===== config.mk =====
export PLATFORM = sky130hd
export DESIGN_NAME = tsn_stream_cycle_aligner_core
export DESIGN_NICKNAME = d
export VERILOG_FILES = /design/src/design/tsca_pkg.sv /design/src/design/tsca_remdiv.sv /design/src/design/tsn_stream_cycle_aligner_core.sv
export SDC_FILE = /design/constraint.sdc
export NUM_CORES = 2
export LEC_CHECK = 0
export ABC_CLOCK_PERIOD_IN_PS = 9550
export BUFFER_PORTS_ARGS = -buffer_cell sky130_fd_sc_hd__clkbuf_2
export CORE_MARGIN = 2
export CORE_UTILIZATION = 25
export DETAILED_ROUTE_END_ITERATION = 8
export GPL_ROUTABILITY_DRIVEN = 1
export GPL_TIMING_DRIVEN = 0
export SLEW_MARGIN = 15
export SYNTH_ARGS = -nofsm -noshare
export SYNTH_HDL_FRONTEND = slang
export SYNTH_SLANG_ARGS = --single-unit

===== constraint.sdc =====
create_clock -name clk -period 9.55 [get_ports clk]
set_input_delay 0.955 -clock clk [delete_from_list [all_inputs] [get_ports clk]]
set_output_delay 0.955 -clock clk [all_outputs]
set_load 0.03 [all_outputs]

===== src/design/tsca_pkg.sv =====
// Shared types and constants for the TSN stream cycle aligner.
// No dependencies; compile first.
package tsca_pkg;

    localparam int STREAMS = 4;
    localparam int NUM_IDS = 4;
    localparam int SLOT_W  = (STREAMS > 1) ? $clog2(STREAMS) : 1;

    localparam int STAMP_W = 64;
    localparam int PKT_W   = 32;
    localparam int SEQ_W   = 16;
    localparam int CYC_W   = 32;
    localparam int CNT_W   = 32;
    localparam int STAT_W  = 2;

    localparam int DIV_STEPS = STAMP_W;
    localparam int DIV_CNT_W = $clog2(DIV_STEPS);

    localparam int CFG_IDX_W  = 3;
    localparam int CFG_DATA_W = 32;

    localparam logic [CFG_IDX_W-1:0] REG_CYCLE_TIME     = 3'd0;
    localparam logic [CFG_IDX_W-1:0] REG_COMPUTE_OFFSET = 3'd1;
    localparam logic [CFG_IDX_W-1:0] REG_STREAM_ID_0    = 3'd2;
    localparam logic [CFG_IDX_W-1:0] REG_STREAM_ID_1    = 3'd3;
    localparam logic [CFG_IDX_W-1:0] REG_STREAM_ID_2    = 3'd4;
    localparam logic [CFG_IDX_W-1:0] REG_STREAM_ID_3    = 3'd5;

    localparam logic [CYC_W-1:0] CYCLE_TIME_RESET = 32'd1000000;

    localparam logic [STAT_W-1:0] ST_WAIT    = 2'd0;
    localparam logic [STAT_W-1:0] ST_RELEASE = 2'd1;
    localparam logic [STAT_W-1:0] ST_DROP    = 2'd2;
    localparam logic [STAT_W-1:0] ST_RXERR   = 2'd3;

    typedef struct packed {
        logic               frame_ok;
        logic [SEQ_W-1:0]   seq_id;
        logic [PKT_W-1:0]   pkt_id;
        logic [STAMP_W-1:0] tx_stamp;
        logic [STAMP_W-1:0] now_ns;
    } frame_beat_t;

    typedef struct packed {
        logic [STAT_W-1:0]  status;
        logic [STAMP_W-1:0] compute_at;
        logic [STAMP_W-1:0] release_stamp;
        logic [PKT_W-1:0]   release_pkt;
        logic [CNT_W-1:0]   drop_count;
    } result_beat_t;

    typedef struct packed {
        logic busy;
        logic done;
    } div_stat_t;

endpackage


===== src/design/tsca_remdiv.sv =====
// Bit-serial restoring remainder unit: 64-bit dividend, 32-bit divisor.
// Depends on tsca_pkg. One dividend bit per cycle, remainder only.
module tsca_remdiv
    import tsca_pkg::*;
(
    input  logic               clk,
    input  logic               rst_n,
    input  logic               load,
    input  logic [STAMP_W-1:0] dividend,
    input  logic [CYC_W-1:0]   divisor,
    output logic [CYC_W-1:0]   rem,
    output div_stat_t          stat
);

    logic [STAMP_W-1:0]   div_reg;
    logic [STAMP_W-1:0]   div_next;
    logic [CYC_W-1:0]     rem_reg;
    logic [CYC_W-1:0]     rem_next;
    logic [DIV_CNT_W-1:0] cnt_reg;
    logic [DIV_CNT_W-1:0] cnt_next;
    logic                 busy_reg;
    logic                 busy_next;
    logic                 done_reg;
    logic                 done_next;
    logic [CYC_W:0]       trial;
    logic [CYC_W:0]       diff;

    // trial remainder: shift in the next dividend bit, subtract if it fits
    assign trial = {rem_reg, div_reg[STAMP_W-1]};
    assign diff  = trial - {1'b0, divisor};

    always_comb
    begin
        div_next  = div_reg;
        rem_next  = rem_reg;
        cnt_next  = cnt_reg;
        busy_next = busy_reg;
        done_next = 1'b0;
        if (load)
        begin
            div_next  = dividend;
            rem_next  = '0;
            cnt_next  = '0;
            busy_next = 1'b1;
        end
        else if (busy_reg)
        begin
            div_next = {div_reg[STAMP_W-2:0], 1'b0};
            rem_next = (trial >= {1'b0, divisor}) ? diff[CYC_W-1:0] : trial[CYC_W-1:0];
            cnt_next = cnt_reg + 1'b1;
            if (cnt_reg == DIV_CNT_W'(DIV_STEPS - 1))
            begin
                busy_next = 1'b0;
                done_next = 1'b1;
            end
        end
    end

    always_ff @(posedge clk or negedge rst_n)
    begin
        if (!rst_n)
        begin
            cnt_reg  <= '0;
            busy_reg <= 1'b0;
            done_reg <= 1'b0;
        end
        else
        begin
            cnt_reg  <= cnt_next;
            busy_reg <= busy_next;
            done_reg <= done_next;
        end
    end

    always_ff @(posedge clk)
    begin
        div_reg <= div_next;
        rem_reg <= rem_next;
    end

    assign rem       = rem_reg;
    assign stat.busy = busy_reg;
    assign stat.done = done_reg;

endmodule


===== src/design/tsn_stream_cycle_aligner_core.sv =====
// Top level of the TSN stream cycle aligner: sequencer, slot store, release scan.
// Depends on tsca_pkg and tsca_remdiv.
//
//  channel  | ports                              | beat taken when
//  ---------+------------------------------------+------------------------------
//  frame    | start, busy, frame                 | start high and busy low
//  result   | result_valid, result               | every cycle result_valid is high
//  config   | cfg_we, cfg_idx, cfg_data          | cfg_we high
//
// A good frame passes the 64-step bit-serial remainder unit, then the subtract,
// add, two alternative add and decision steps; a late frame is dropped there,
// and any other goes on to the threshold step and a scan of every stream slot.
// A frame with frame_ok low is answered in the next cycle.
// busy is low in the result cycle, so the next frame may start there.
// Reset (rst_n, async, active low) clears slots and counters, resets configuration.
// The receiver cannot stall: each result beat is shown for exactly one cycle.
module tsn_stream_cycle_aligner_core
    import tsca_pkg::*;
(
    input  logic                  clk,
    input  logic                  rst_n,
    input  logic                  start,
    output logic                  busy,
    input  frame_beat_t           frame,
    output logic                  result_valid,
    output result_beat_t          result,
    input  logic                  cfg_we,
    input  logic [CFG_IDX_W-1:0]  cfg_idx,
    input  logic [CFG_DATA_W-1:0] cfg_data
);

    // sequencer codes
    localparam logic [3:0] S_IDLE = 4'd0;
    localparam logic [3:0] S_DIV  = 4'd1;
    localparam logic [3:0] S_SUB  = 4'd2;
    localparam logic [3:0] S_ADD  = 4'd3;
    localparam logic [3:0] S_ALT  = 4'd4;
    localparam logic [3:0] S_ALT2 = 4'd5;
    localparam logic [3:0] S_DEC  = 4'd6;
    localparam logic [3:0] S_THR  = 4'd7;
    localparam logic [3:0] S_SCAN = 4'd8;

    function automatic logic [STAMP_W-1:0] sat_add(input logic [STAMP_W-1:0] a,
                                                   input logic [STAMP_W-1:0] b);
        logic [STAMP_W:0] s;
        s = {1'b0, a} + {1'b0, b};
        return s[STAMP_W] ? '1 : s[STAMP_W-1:0];
    endfunction

    // configuration
    logic [CYC_W-1:0] cycle_time_reg;
    logic [CYC_W-1:0] compute_offset_reg;
    logic [SEQ_W-1:0] stream_id_reg [NUM_IDS];
    logic [CYC_W-1:0] cyc;

    // control
    logic [3:0]        state_reg;
    logic [3:0]        state_next;
    logic              done_reg;
    logic              done_next;
    logic [STAT_W-1:0] status_reg;
    logic [STAT_W-1:0] status_next;
    logic [SLOT_W-1:0] idx_reg;
    logic [SLOT_W-1:0] idx_next;

    // frame fields held for the whole item
    logic [SEQ_W-1:0]   seq_reg;
    logic [PKT_W-1:0]   pkt_reg;
    logic [STAMP_W-1:0] ts_reg;
    logic [STAMP_W-1:0] now_reg;

    // datapath
    logic [STAMP_W-1:0] prod_reg;
    logic [STAMP_W-1:0] prod_next;
    logic [STAMP_W-1:0] base_reg;
    logic [STAMP_W-1:0] base_next;
    logic [STAMP_W-1:0] alt_reg;
    logic [STAMP_W-1:0] alt_next;
    logic [STAMP_W-1:0] thresh_reg;
    logic [STAMP_W-1:0] thresh_next;
    logic [STAMP_W-1:0] min_reg;
    logic [STAMP_W-1:0] min_next;
    logic [PKT_W-1:0]   max_reg;
    logic [PKT_W-1:0]   max_next;
    logic               rel_reg;
    logic               rel_next;
    logic [STAMP_W:0]   thr_diff;
    logic [SLOT_W-1:0]  match_slot;

    // architectural state
    logic [STAMP_W-1:0] slot_stamp_reg [STREAMS];
    logic [STAMP_W-1:0] slot_stamp_next [STREAMS];
    logic [PKT_W-1:0]   slot_pkt_reg [STREAMS];
    logic [PKT_W-1:0]   slot_pkt_next [STREAMS];
    logic [STAMP_W-1:0] next_compute_reg;
    logic [STAMP_W-1:0] next_compute_next;
    logic [STAMP_W-1:0] out_stamp_reg;
    logic [STAMP_W-1:0] out_stamp_next;
    logic [PKT_W-1:0]   out_pkt_reg;
    logic [PKT_W-1:0]   out_pkt_next;
    logic [CNT_W-1:0]   drops_reg;
    logic [CNT_W-1:0]   drops_next;

    // remainder unit
    logic               accept;
    logic               div_load;
    logic [CYC_W-1:0]   rem;
    div_stat_t          div_stat;
    logic [STAMP_W-1:0] scan_stamp;
    logic [PKT_W-1:0]   scan_pkt;
    logic               scan_rel;
    logic [STAMP_W-1:0] scan_min;
    logic [PKT_W-1:0]   scan_max;

    // a zero cycle length behaves as 1
    assign cyc = (cycle_time_reg == '0) ? CYC_W'(1) : cycle_time_reg;

    assign accept   = start && !busy;
    assign div_load = accept && frame.frame_ok;

    tsca_remdiv u_remdiv (
        .clk      (clk),
        .rst_n    (rst_n),
        .load     (div_load),
        .dividend (frame.tx_stamp),
        .divisor  (cyc),
        .rem      (rem),
        .stat     (div_stat)
    );

    // config write port
    always_ff @(posedge clk or negedge rst_n)
    begin
        if (!rst_n)
        begin
            cycle_time_reg     <= CYCLE_TIME_RESET;
            compute_offset_reg <= '0;
            for (int i = 0; i < NUM_IDS; i++)
                stream_id_reg[i] <= '0;
        end
        else if (cfg_we)
        begin
            unique case (cfg_idx)
                REG_CYCLE_TIME:     cycle_time_reg     <= cfg_data[CYC_W-1:0];
                REG_COMPUTE_OFFSET: compute_offset_reg <= cfg_data[CYC_W-1:0];
                REG_STREAM_ID_0:    stream_id_reg[0]   <= cfg_data[SEQ_W-1:0];
                REG_STREAM_ID_1:    stream_id_reg[1]   <= cfg_data[SEQ_W-1:0];
                REG_STREAM_ID_2:    stream_id_reg[2]   <= cfg_data[SEQ_W-1:0];
                REG_STREAM_ID_3:    stream_id_reg[3]   <= cfg_data[SEQ_W-1:0];
                default:            ;
            endcase
        end
    end

    // slot lookup; later matches override, unmatched ids land in slot 0
    always_comb
    begin
        match_slot = '0;
        for (int i = 0; i < STREAMS; i++)
            if (stream_id_reg[i] == seq_reg)
                match_slot = SLOT_W'(i);
    end

    // threshold = next_compute - cycle, floored at zero
    assign thr_diff = {1'b0, next_compute_reg} - {{(STAMP_W - CYC_W + 1){1'b0}}, cyc};

    // one slot per scan cycle
    assign scan_stamp = slot_stamp_reg[idx_reg];
    assign scan_pkt   = slot_pkt_reg[idx_reg];
    assign scan_rel   = rel_reg && (scan_stamp >= thresh_reg);
    assign scan_min   = (scan_stamp < min_reg) ? scan_stamp : min_reg;
    assign scan_max   = (scan_pkt > max_reg) ? scan_pkt : max_reg;

    always_comb
    begin
        state_next        = state_reg;
        done_next         = 1'b0;
        status_next       = status_reg;
        idx_next          = idx_reg;
        prod_next         = prod_reg;
        base_next         = base_reg;
        alt_next          = alt_reg;
        thresh_next       = thresh_reg;
        min_next          = min_reg;
        max_next          = max_reg;
        rel_next          = rel_reg;
        slot_stamp_next   = slot_stamp_reg;
        slot_pkt_next     = slot_pkt_reg;
        next_compute_next = next_compute_reg;
        out_stamp_next    = out_stamp_reg;
        out_pkt_next      = out_pkt_reg;
        drops_next        = drops_reg;

        unique case (state_reg)
            S_IDLE:
            begin
                if (accept)
                begin
                    if (frame.frame_ok)
                        state_next = S_DIV;
                    else
                    begin
                        status_next = ST_RXERR;
                        done_next   = 1'b1;
                    end
                end
            end
            S_DIV:
            begin
                if (div_stat.done)
                    state_next = S_SUB;
            end
            S_SUB:
            begin
                // floor(ts / cycle) * cycle is ts minus the remainder
                prod_next  = ts_reg - {{(STAMP_W - CYC_W){1'b0}}, rem};
                state_next = S_ADD;
            end
            S_ADD:
            begin
                base_next  = sat_add(prod_reg, {{(STAMP_W - CYC_W){1'b0}}, compute_offset_reg});
                state_next = S_ALT;
            end
            S_ALT:
            begin
                alt_next   = sat_add(prod_reg, {{(STAMP_W - CYC_W){1'b0}}, cyc});
                state_next = S_ALT2;
            end
            S_ALT2:
            begin
                alt_next   = sat_add(alt_reg, {{(STAMP_W - CYC_W){1'b0}}, compute_offset_reg});
                state_next = S_DEC;
            end
            S_DEC:
            begin
                priority if (base_reg >= now_reg)
                begin
                    next_compute_next          = base_reg;
                    slot_stamp_next[match_slot] = ts_reg;
                    slot_pkt_next[match_slot]   = pkt_reg;
                    state_next                 = S_THR;
                end
                else if (compute_offset_reg <= rem)
                begin
                    next_compute_next          = alt_reg;
                    slot_stamp_next[match_slot] = ts_reg;
                    slot_pkt_next[match_slot]   = pkt_reg;
                    state_next                 = S_THR;
                end
                else
                begin
                    // late frame: count it, nothing else moves
                    drops_next  = drops_reg + 1'b1;
                    status_next = ST_DROP;
                    done_next   = 1'b1;
                    state_next  = S_IDLE;
                end
            end
            S_THR:
            begin
                thresh_next = thr_diff[STAMP_W] ? '0 : thr_diff[STAMP_W-1:0];
                min_next    = '1;
                max_next    = '0;
                rel_next    = (slot_stamp_reg[0] != '0);
                idx_next    = '0;
                state_next  = S_SCAN;
            end
            S_SCAN:
            begin
                rel_next = scan_rel;
                min_next = scan_min;
                max_next = scan_max;
                idx_next = idx_reg + 1'b1;
                if (idx_reg == SLOT_W'(STREAMS - 1))
                begin
                    out_stamp_next = scan_min;
                    out_pkt_next   = scan_max;
                    status_next    = scan_rel ? ST_RELEASE : ST_WAIT;
                    done_next      = 1'b1;
                    state_next     = S_IDLE;
                end
            end
            default:
            begin
                state_next = S_IDLE;
            end
        endcase
    end

    always_ff @(posedge clk or negedge rst_n)
    begin
        if (!rst_n)
        begin
            state_reg        <= S_IDLE;
            done_reg         <= 1'b0;
            status_reg       <= ST_WAIT;
            idx_reg          <= '0;
            next_compute_reg <= '0;
            out_stamp_reg    <= '0;
            out_pkt_reg      <= '0;
            drops_reg        <= '0;
            for (int i = 0; i < STREAMS; i++)
            begin
                slot_stamp_reg[i] <= '0;
                slot_pkt_reg[i]   <= '0;
            end
        end
        else
        begin
            state_reg        <= state_next;
            done_reg         <= done_next;
            status_reg       <= status_next;
            idx_reg          <= idx_next;
            next_compute_reg <= next_compute_next;
            out_stamp_reg    <= out_stamp_next;
            out_pkt_reg      <= out_pkt_next;
            drops_reg        <= drops_next;
            slot_stamp_reg   <= slot_stamp_next;
            slot_pkt_reg     <= slot_pkt_next;
        end
    end

    // payload registers, no reset needed
    always_ff @(posedge clk)
    begin
        if (div_load)
        begin
            seq_reg <= frame.seq_id;
            pkt_reg <= frame.pkt_id;
            ts_reg  <= frame.tx_stamp;
            now_reg <= frame.now_ns;
        end
        prod_reg   <= prod_next;
        base_reg   <= base_next;
        alt_reg    <= alt_next;
        thresh_reg <= thresh_next;
        min_reg    <= min_next;
        max_reg    <= max_next;
        rel_reg    <= rel_next;
    end

    // result beat shows the state as left by the item
    assign busy                 = (state_reg != S_IDLE);
    assign result_valid         = done_reg;
    assign result.status        = status_reg;
    assign result.compute_at    = next_compute_reg;
    assign result.release_stamp = out_stamp_reg;
    assign result.release_pkt   = out_pkt_reg;
    assign result.drop_count    = drops_reg;

endmodule


Word level (Yosys, flattened, before mapping)

Cells that the tools add are included.

Register bits after elaboration: 1330
Input bits: 216
Output and inout port bits: 196
Logic and storage cells: 170

$add $sub $neg: 9
Magnitude comparators: 9
Eq/ne operators: 24
Mux-type cells: 62
Bitwise operators: 4
Reduce and logical (&&, ||, !) cells: 25

Operator list:

| operator                                      | count |
|---|---|
| two-way mux 64 bit                            | 10 |
| two-way mux 256 bit                           | 2 |
| bitwise mux 256 bit                           | 1 |
| two-way mux 128 bit                           | 2 |
| case mux 64 bit (2 select lines)              | 2 |
| adder 64 x 32 -> 65 bit                       | 3 |
| two-way mux 32 bit                            | 6 |
| binary-select mux 64 bit (select 2 bit)       | 1 |
| bitwise mux 128 bit                           | 1 |
| demux 64 bit (select 2 bit)                   | 1 |
| greater-or-equal comparator 64 bit            | 2 |
| subtractor 64 x 32 -> 65 bit                  | 1 |
| binary-select mux 32 bit (select 2 bit)       | 1 |
| demux 32 bit (select 2 bit)                   | 1 |
| less-than comparator 64 bit                   | 1 |
| case mux 32 bit (2 select lines)              | 1 |
| nonzero test 64 bit                           | 1 |
| subtractor 64 x 32 -> 64 bit                  | 1 |
| == test 16 bit                                | 3 |
| case mux 4 bit (9 select lines)               | 1 |
| greater-or-equal comparator 33 x 32 -> 1 bit  | 1 |
| adder 32 x 1 -> 32 bit, second input constant | 1 |
| greater-than comparator 32 bit                | 1 |
| <= comparator 32 bit                          | 1 |
| other kinds (39)                              | 87 |

Longest topological paths before layout

Depth after elaboration: 12
Depth in mapped cells: 17
Mapped depth without buffers: 15

By module

Synthesis repeated with hierarchy kept, for this count alone.

Cells, all modules: 6260
Area total of the unflattened synthesis: 71888.9 sq um

Modules (own cells, without submodules):

| module                        | instances | cells each | area each (sq um) | sequential area each (sq um) |
|---|---|---|---|---|
| tsn_stream_cycle_aligner_core | 1         | 5650       | 65650.5           | 33335.7 |
| tsca_remdiv                   | 1         | 610        | 6238.5            | 2762.6 |

Least setup slack after synthesis

OpenSTA, ideal clock, no wires.

Path kind: register -> register
Start: reg state_reg[1]
End: reg now_reg[0], enable pin
Setup time: 610 ps
Arrival time: 6271 ps
Data required time: 8940 ps
Slack: 2669 ps
Stages on the path, launching flop included: 6
Buffers on the path: 2
Period minus slack after synthesis: 6881 ps
Path through: dfrtp_1 clkbuf_1 nor4_1 nand3_1 inv_1 clkbuf_1

Cells in the longest elaborated chain, start to end: 4

RTL lines:

| item                   | line                                 | source |
|---|---|---|
| from (decl)            | tsn_stream_cycle_aligner_core.sv:57  | `logic [3:0] state_reg;` |
| from (signal assigned) | tsn_stream_cycle_aligner_core.sv:310 | `state_reg <= state_next;` |
| nonzero test 4 bit     | tsn_stream_cycle_aligner_core.sv:343 | `assign busy = (state_reg != S_IDLE);` |
| zero test 1 bit        | tsn_stream_cycle_aligner_core.sv:118 | `assign accept = start && !busy;` |
| logical AND 1 bit      | tsn_stream_cycle_aligner_core.sv:118 |  |
| logical AND 1 bit      | tsn_stream_cycle_aligner_core.sv:119 | `assign div_load = accept && frame.frame_ok;` |
| named net div_load     | tsn_stream_cycle_aligner_core.sv:106 | `logic div_load;` |
| to (signal assigned)   | tsn_stream_cycle_aligner_core.sv:331 | `now_reg <= frame.now_ns;` |
| to (decl)              | tsn_stream_cycle_aligner_core.sv:70  | `logic [STAMP_W-1:0] now_reg;` |

The timed path passes the listed nets, and every way through them passes these cells.
A chain may end at the register's enable or synchronous reset.

Worst setup path after layout

Start: reg cycle_time_reg[28]
End: reg thresh_reg[4], data pin

Cells in the longest elaborated chain, start to end: 3

RTL lines:

| item                             | line                                 | source |
|---|---|---|
| from (decl)                      | tsn_stream_cycle_aligner_core.sv:51  | `logic [CYC_W-1:0] cycle_time_reg;` |
| from (signal assigned)           | tsn_stream_cycle_aligner_core.sv:144 | `REG_CYCLE_TIME: cycle_time_reg <= cfg_data[CYC_W-1:0];` |
| zero test 32 bit                 | tsn_stream_cycle_aligner_core.sv:116 | `assign cyc = (cycle_time_reg == '0) ? CYC_W'(1) : cycle_time_reg;` |
| two-way mux 32 bit (*)           | tsn_stream_cycle_aligner_core.sv:116 |  |
| subtractor 64 x 32 -> 65 bit (*) | tsn_stream_cycle_aligner_core.sv:165 | `assign thr_diff = {1'b0, next_compute_reg} - {{(STAMP_W - CYC_W + 1){1'b0}}, cyc};` |
| to (signal assigned)             | tsn_stream_cycle_aligner_core.sv:336 | `thresh_reg <= thresh_next;` |
| to (decl)                        | tsn_stream_cycle_aligner_core.sv:79  | `logic [STAMP_W-1:0] thresh_reg;` |

Mark *: on every way between the ends. The rest lies on a longest branch, timed or not.

==> results.py <==
metrics = {
    "run_status": {
        "status": "finished, final reports clean",
    },
    "yosys": {
        "synth_adder_area_share_pct": 8.00,
        "synth-edff-count": 593,
        "synth_seq_cells": 1330,
        "synth_nets": 7096,
        "synth_warnings": 0,
        "synth.largest_area_cell": "edfxtp_1",
        "synth_flop_cell": "dfrtp_1",
        "synth_compound_area_share_pct": 10.8,
        "synth_top_family_by_area": "multiplexers",
        "yosys.area_share.xor_xnor_pct": 4.14,
        "synth.top_cell.area_share_pct": 24.8,
        "synthCells": 6424,
        "syn_avg_cell_area_um2": 11.2,
        "yosysSeqAreaShare_pct": 50.2,
        "ys_top_cells_by_area": "edfxtp_1 (25%), dfrtp_1 (24%), ha_1 (7.8%), mux2_2 (7.5%), nand2_1 (3.8%)",
        "ys_types": 93,
        "synthMuxAreaShare_pct": 11.9,
        "ys_async_sr_fraction_pct": 53.0,
        "netlist_area_um2": 71900,
        "synth-simple-area-share_pct": 11.5,
    },
    "worst_setup_path": {
        "crit_path_max_incr_delay_ns": 1.06,
        "end_kind": "register",
        "reg2reg_setup_slack_ns": 2.16,
        "worstSetupPathType": "reg -> reg",
        "critPathArrivalTime_ns": 7.91,
        "cp.required_ns": 10.07,
        "critPathSlowestCell": "nor4_1",
        "start_kind": "register",
        "crit_chain": "nor4_1, nand4_1, o21bai_1, ha_1, fa_1, nand2b_1, a211oi_2, o41a_1, a41oi_2, o31ai_1, o41a_1, a31o_1, buf_6, a211oi_4, buf_2, buf_2, nor2_1",
        "crit_buf_inv": 3,
        "path_max_fanout": 10,
        "crit_family": "compound AO/OA/AOI/OAI gates",
    },
    "worst_hold_path": {
        "hp-class": "in -> async",
    },
    "grt": {
        "grt_pass1_vias": 54052,
        "antenna_found_initial": 72,
        "track_usage_pct": 17.1,
        "grt_pass1_wl_mm": 368,
        "grt_max_degree": 96,
        "grt.overflow.total": 0,
    },
    "placed_design": {
        "portBuffers": 410,
        "place_inst": 10637,
        "place.gp.congestion": 0.942,
        "dpl.hpwl_mm": 203,
    },
    "finish": {
        "regArea_um2": 36100,
        "largest_reg_flops": 256,
        "nets": 7708,
        "fin_util_pct": 29.6,
        "multi_input_area_um2": 33400,
        "area_growth_pct": 17.5,
        "drive_gt1_share_pct": 19.5,
        "layout.cells.non_filler": 10948,
        "num-fill-cells": 29430,
    },
    "timing": {
        "drv_slew": 0,
        "finalCriticalPeriod_ns": 7.39,
        "max_freq_ghz": 0.135,
        "hold_violations": 0,
        "finalClockSkew_ns": 0.0579,
        "maxSlewHeadroom_pct": 10.9,
        "finalSetupViolCount": 0,
        "rsz0062_at_grt": "false",
        "tightest_slew_ns": 1.34,
        "finalCritPeriodShare_pct": 77.4,
    },
    "die": {
        "die-area_um2": 292000,
        "die_h_um": 540,
        "fp.dieW_um": 540,
        "io_pins": 412,
        "placementRows": 196,
        "coreArea_um2": 285000,
        "start_util_pct": 25.2,
    },
    "clock_network": {
        "clk_transition_reported_paths_ns": 0.06,
        "clock_path_buffers": 4,
        "h-tree-depth": 4,
        "ctsResizeCount": 0,
        "root_buffer": "clkbuf_16",
        "insertion_delay_ns": 0.85,
        "cts_sinks": 1330,
        "hold_buffers": 0,
        "cts_buffers": 159,
        "post_cts_buffers": 0,
        "cts_tree": "yes",
    },
    "power_and_ir_drop": {
        "leakage_nw": 36.7,
        "powerDensity_nw_per_um2": 304,
        "ir_worst_vdd_v": 0.000181,
    },
    "drt": {
        "drtIter0Drc": 4827,
        "drt_wl_total_mm": 255,
        "wl_per_cell_um": 23.3,
        "route.detailed.drc": 0,
        "viasPerCell": 4.94,
        "ant_nets": 0,
        "firstDrtPassIters": 5,
        "vias": 54063,
    },
    "run": {
        "drv_cap": 0,
    },
}
[cell usage in the layout, fill, tap and decap left out, drive strengths merged, types with 34 or more instances in the layout]
cell type / synthesis / routed
nand2b: 34 / 34
nor3: 81 / 81
nor2: 305 / 305
buf: 76 / 117
nand2: 735 / 735
ha: 450 / 450
or3: 38 / 38
nor4: 77 / 77
mux4: 96 / 96
xor2: 164 / 164
mux2i: 99 / 99
nor2b: 51 / 51
nand3: 174 / 174
and3: 45 / 45
a21o: 190 / 190
xnor2: 176 / 176
a211oi: 40 / 40
nand4: 115 / 115
a31oi: 46 / 46
dfrtp: 698 / 698
inv: 348 / 357
a21oi: 297 / 297
clkbuf: 225 / 851
o211ai: 90 / 90
o21a: 47 / 47
edfxtp: 593 / 593
mux2: 480 / 480
o21ai: 298 / 298
clkinv: 0 / 46
a22oi: 56 / 56
[cells by family (layout without fill, tap and decap cells)]
| family | count (synthesis) | count (layout) |
|---|---|---|
| buf+inv | 649 | 1383 |
| other cells | 0 | 28 |
| mux | 675 | 675 |
| compound gates | 1216 | 1216 |
| simple gates | 1758 | 1758 |
| xor+xnor | 340 | 340 |
| fa+ha+maj | 456 | 456 |
| flops | 1330 | 1330 |
[worst paths after layout]
check,from,endpoint,cells after the start
max,cycle_time_reg[28],thresh_reg[4],17
min,rst_n,slot_pkt_reg[70],1
max reg2reg,cycle_time_reg[28],thresh_reg[4],17
min reg2reg,drops_reg[31],drops_reg[31],1
max in group asynchronous,rst_n,drops_reg[26],6
min in group clk,frame[153],pkt_reg[25],1
[cells in the mapped netlist, types with 90 or more instances]
library cell and n:
clkbuf_1 224, a21o_1 190, o211ai_1 90, nand3_1 174
inv_1 348, dfrtp_1 698, mux2i_1 99, nand4_1 115
ha_1 450, mux4_2 96, o21ai_0 292, xor2_1 164
xnor2_1 176, nand2_1 735, edfxtp_1 593, a21oi_1 297
nor2_1 304, mux2_2 480
[area by class of cell]
type | instances | share of cell area, %
clock inverter | 67 | 0.625
multi-input combinational | 4445 | 39.5
sequential | 1330 | 42.7
timing repair buffer | 451 | 3.21
antenna | 28 | 0.0830
buffer | 301 | 1.45
tap | 3762 | 5.57
clock buffer | 216 | 5.26
inverter | 348 | 1.55
[worst reg2reg max path: stages (launching register included)]
cell and delay [ns]:
dfrtp_1 0.51, nor4_1 1.07, nand4_1 0.52, o21bai_1 0.61, ha_1 0.31, fa_1 0.22
nand2b_1 0.15, a211oi_2 0.12, o41a_1 0.49, a41oi_2 0.43, o31ai_1 0.24, o41a_1 0.39
a31o_1 0.25, buf_6 0.15, a211oi_4 0.47, buf_2 0.51, buf_2 0.51, nor2_1 0.16
[stage by stage]
stage               setup TNS (ns)  cell area, um^2  power, W  setup slack [ns]  hold WS [ns]
finish                           0            84500    0.0257              2.16         0.110
global placement          -6915.18            78600    0.0195             -9.63         0.468
CTS                              0            84400    0.0257              2.11        0.0755
detailed placement               0            79400    0.0197              2.20         0.465
floorplan                        0            71900    0.0158              2.67         0.464
global route                     0            84400    0.0272              2.08         0.119
[power breakdown]
group,internal [W],switching [W],leakage (nW),total [W]
Sequential,0.00751,0.00109,15.1,0.00860
Combinational,0.00421,0.00690,19.3,0.0111
Clock,0.00340,0.00254,2.44,0.00594
[routing by layer]
| layer | wire (um) | track usage (%) | vias up |
|---|---|---|---|
| met1 | 108000 | 22.2 | 27006 |
| met3 | 19900 | 4.14 | 468 |
| met5 | 181 | 0 | - |
| met4 | 10800 | 7.12 | 30 |
| li1 | - | - | 24716 |
| met2 | 116000 | 27.0 | 1843 |
Power figures use the tool's default switching activity.
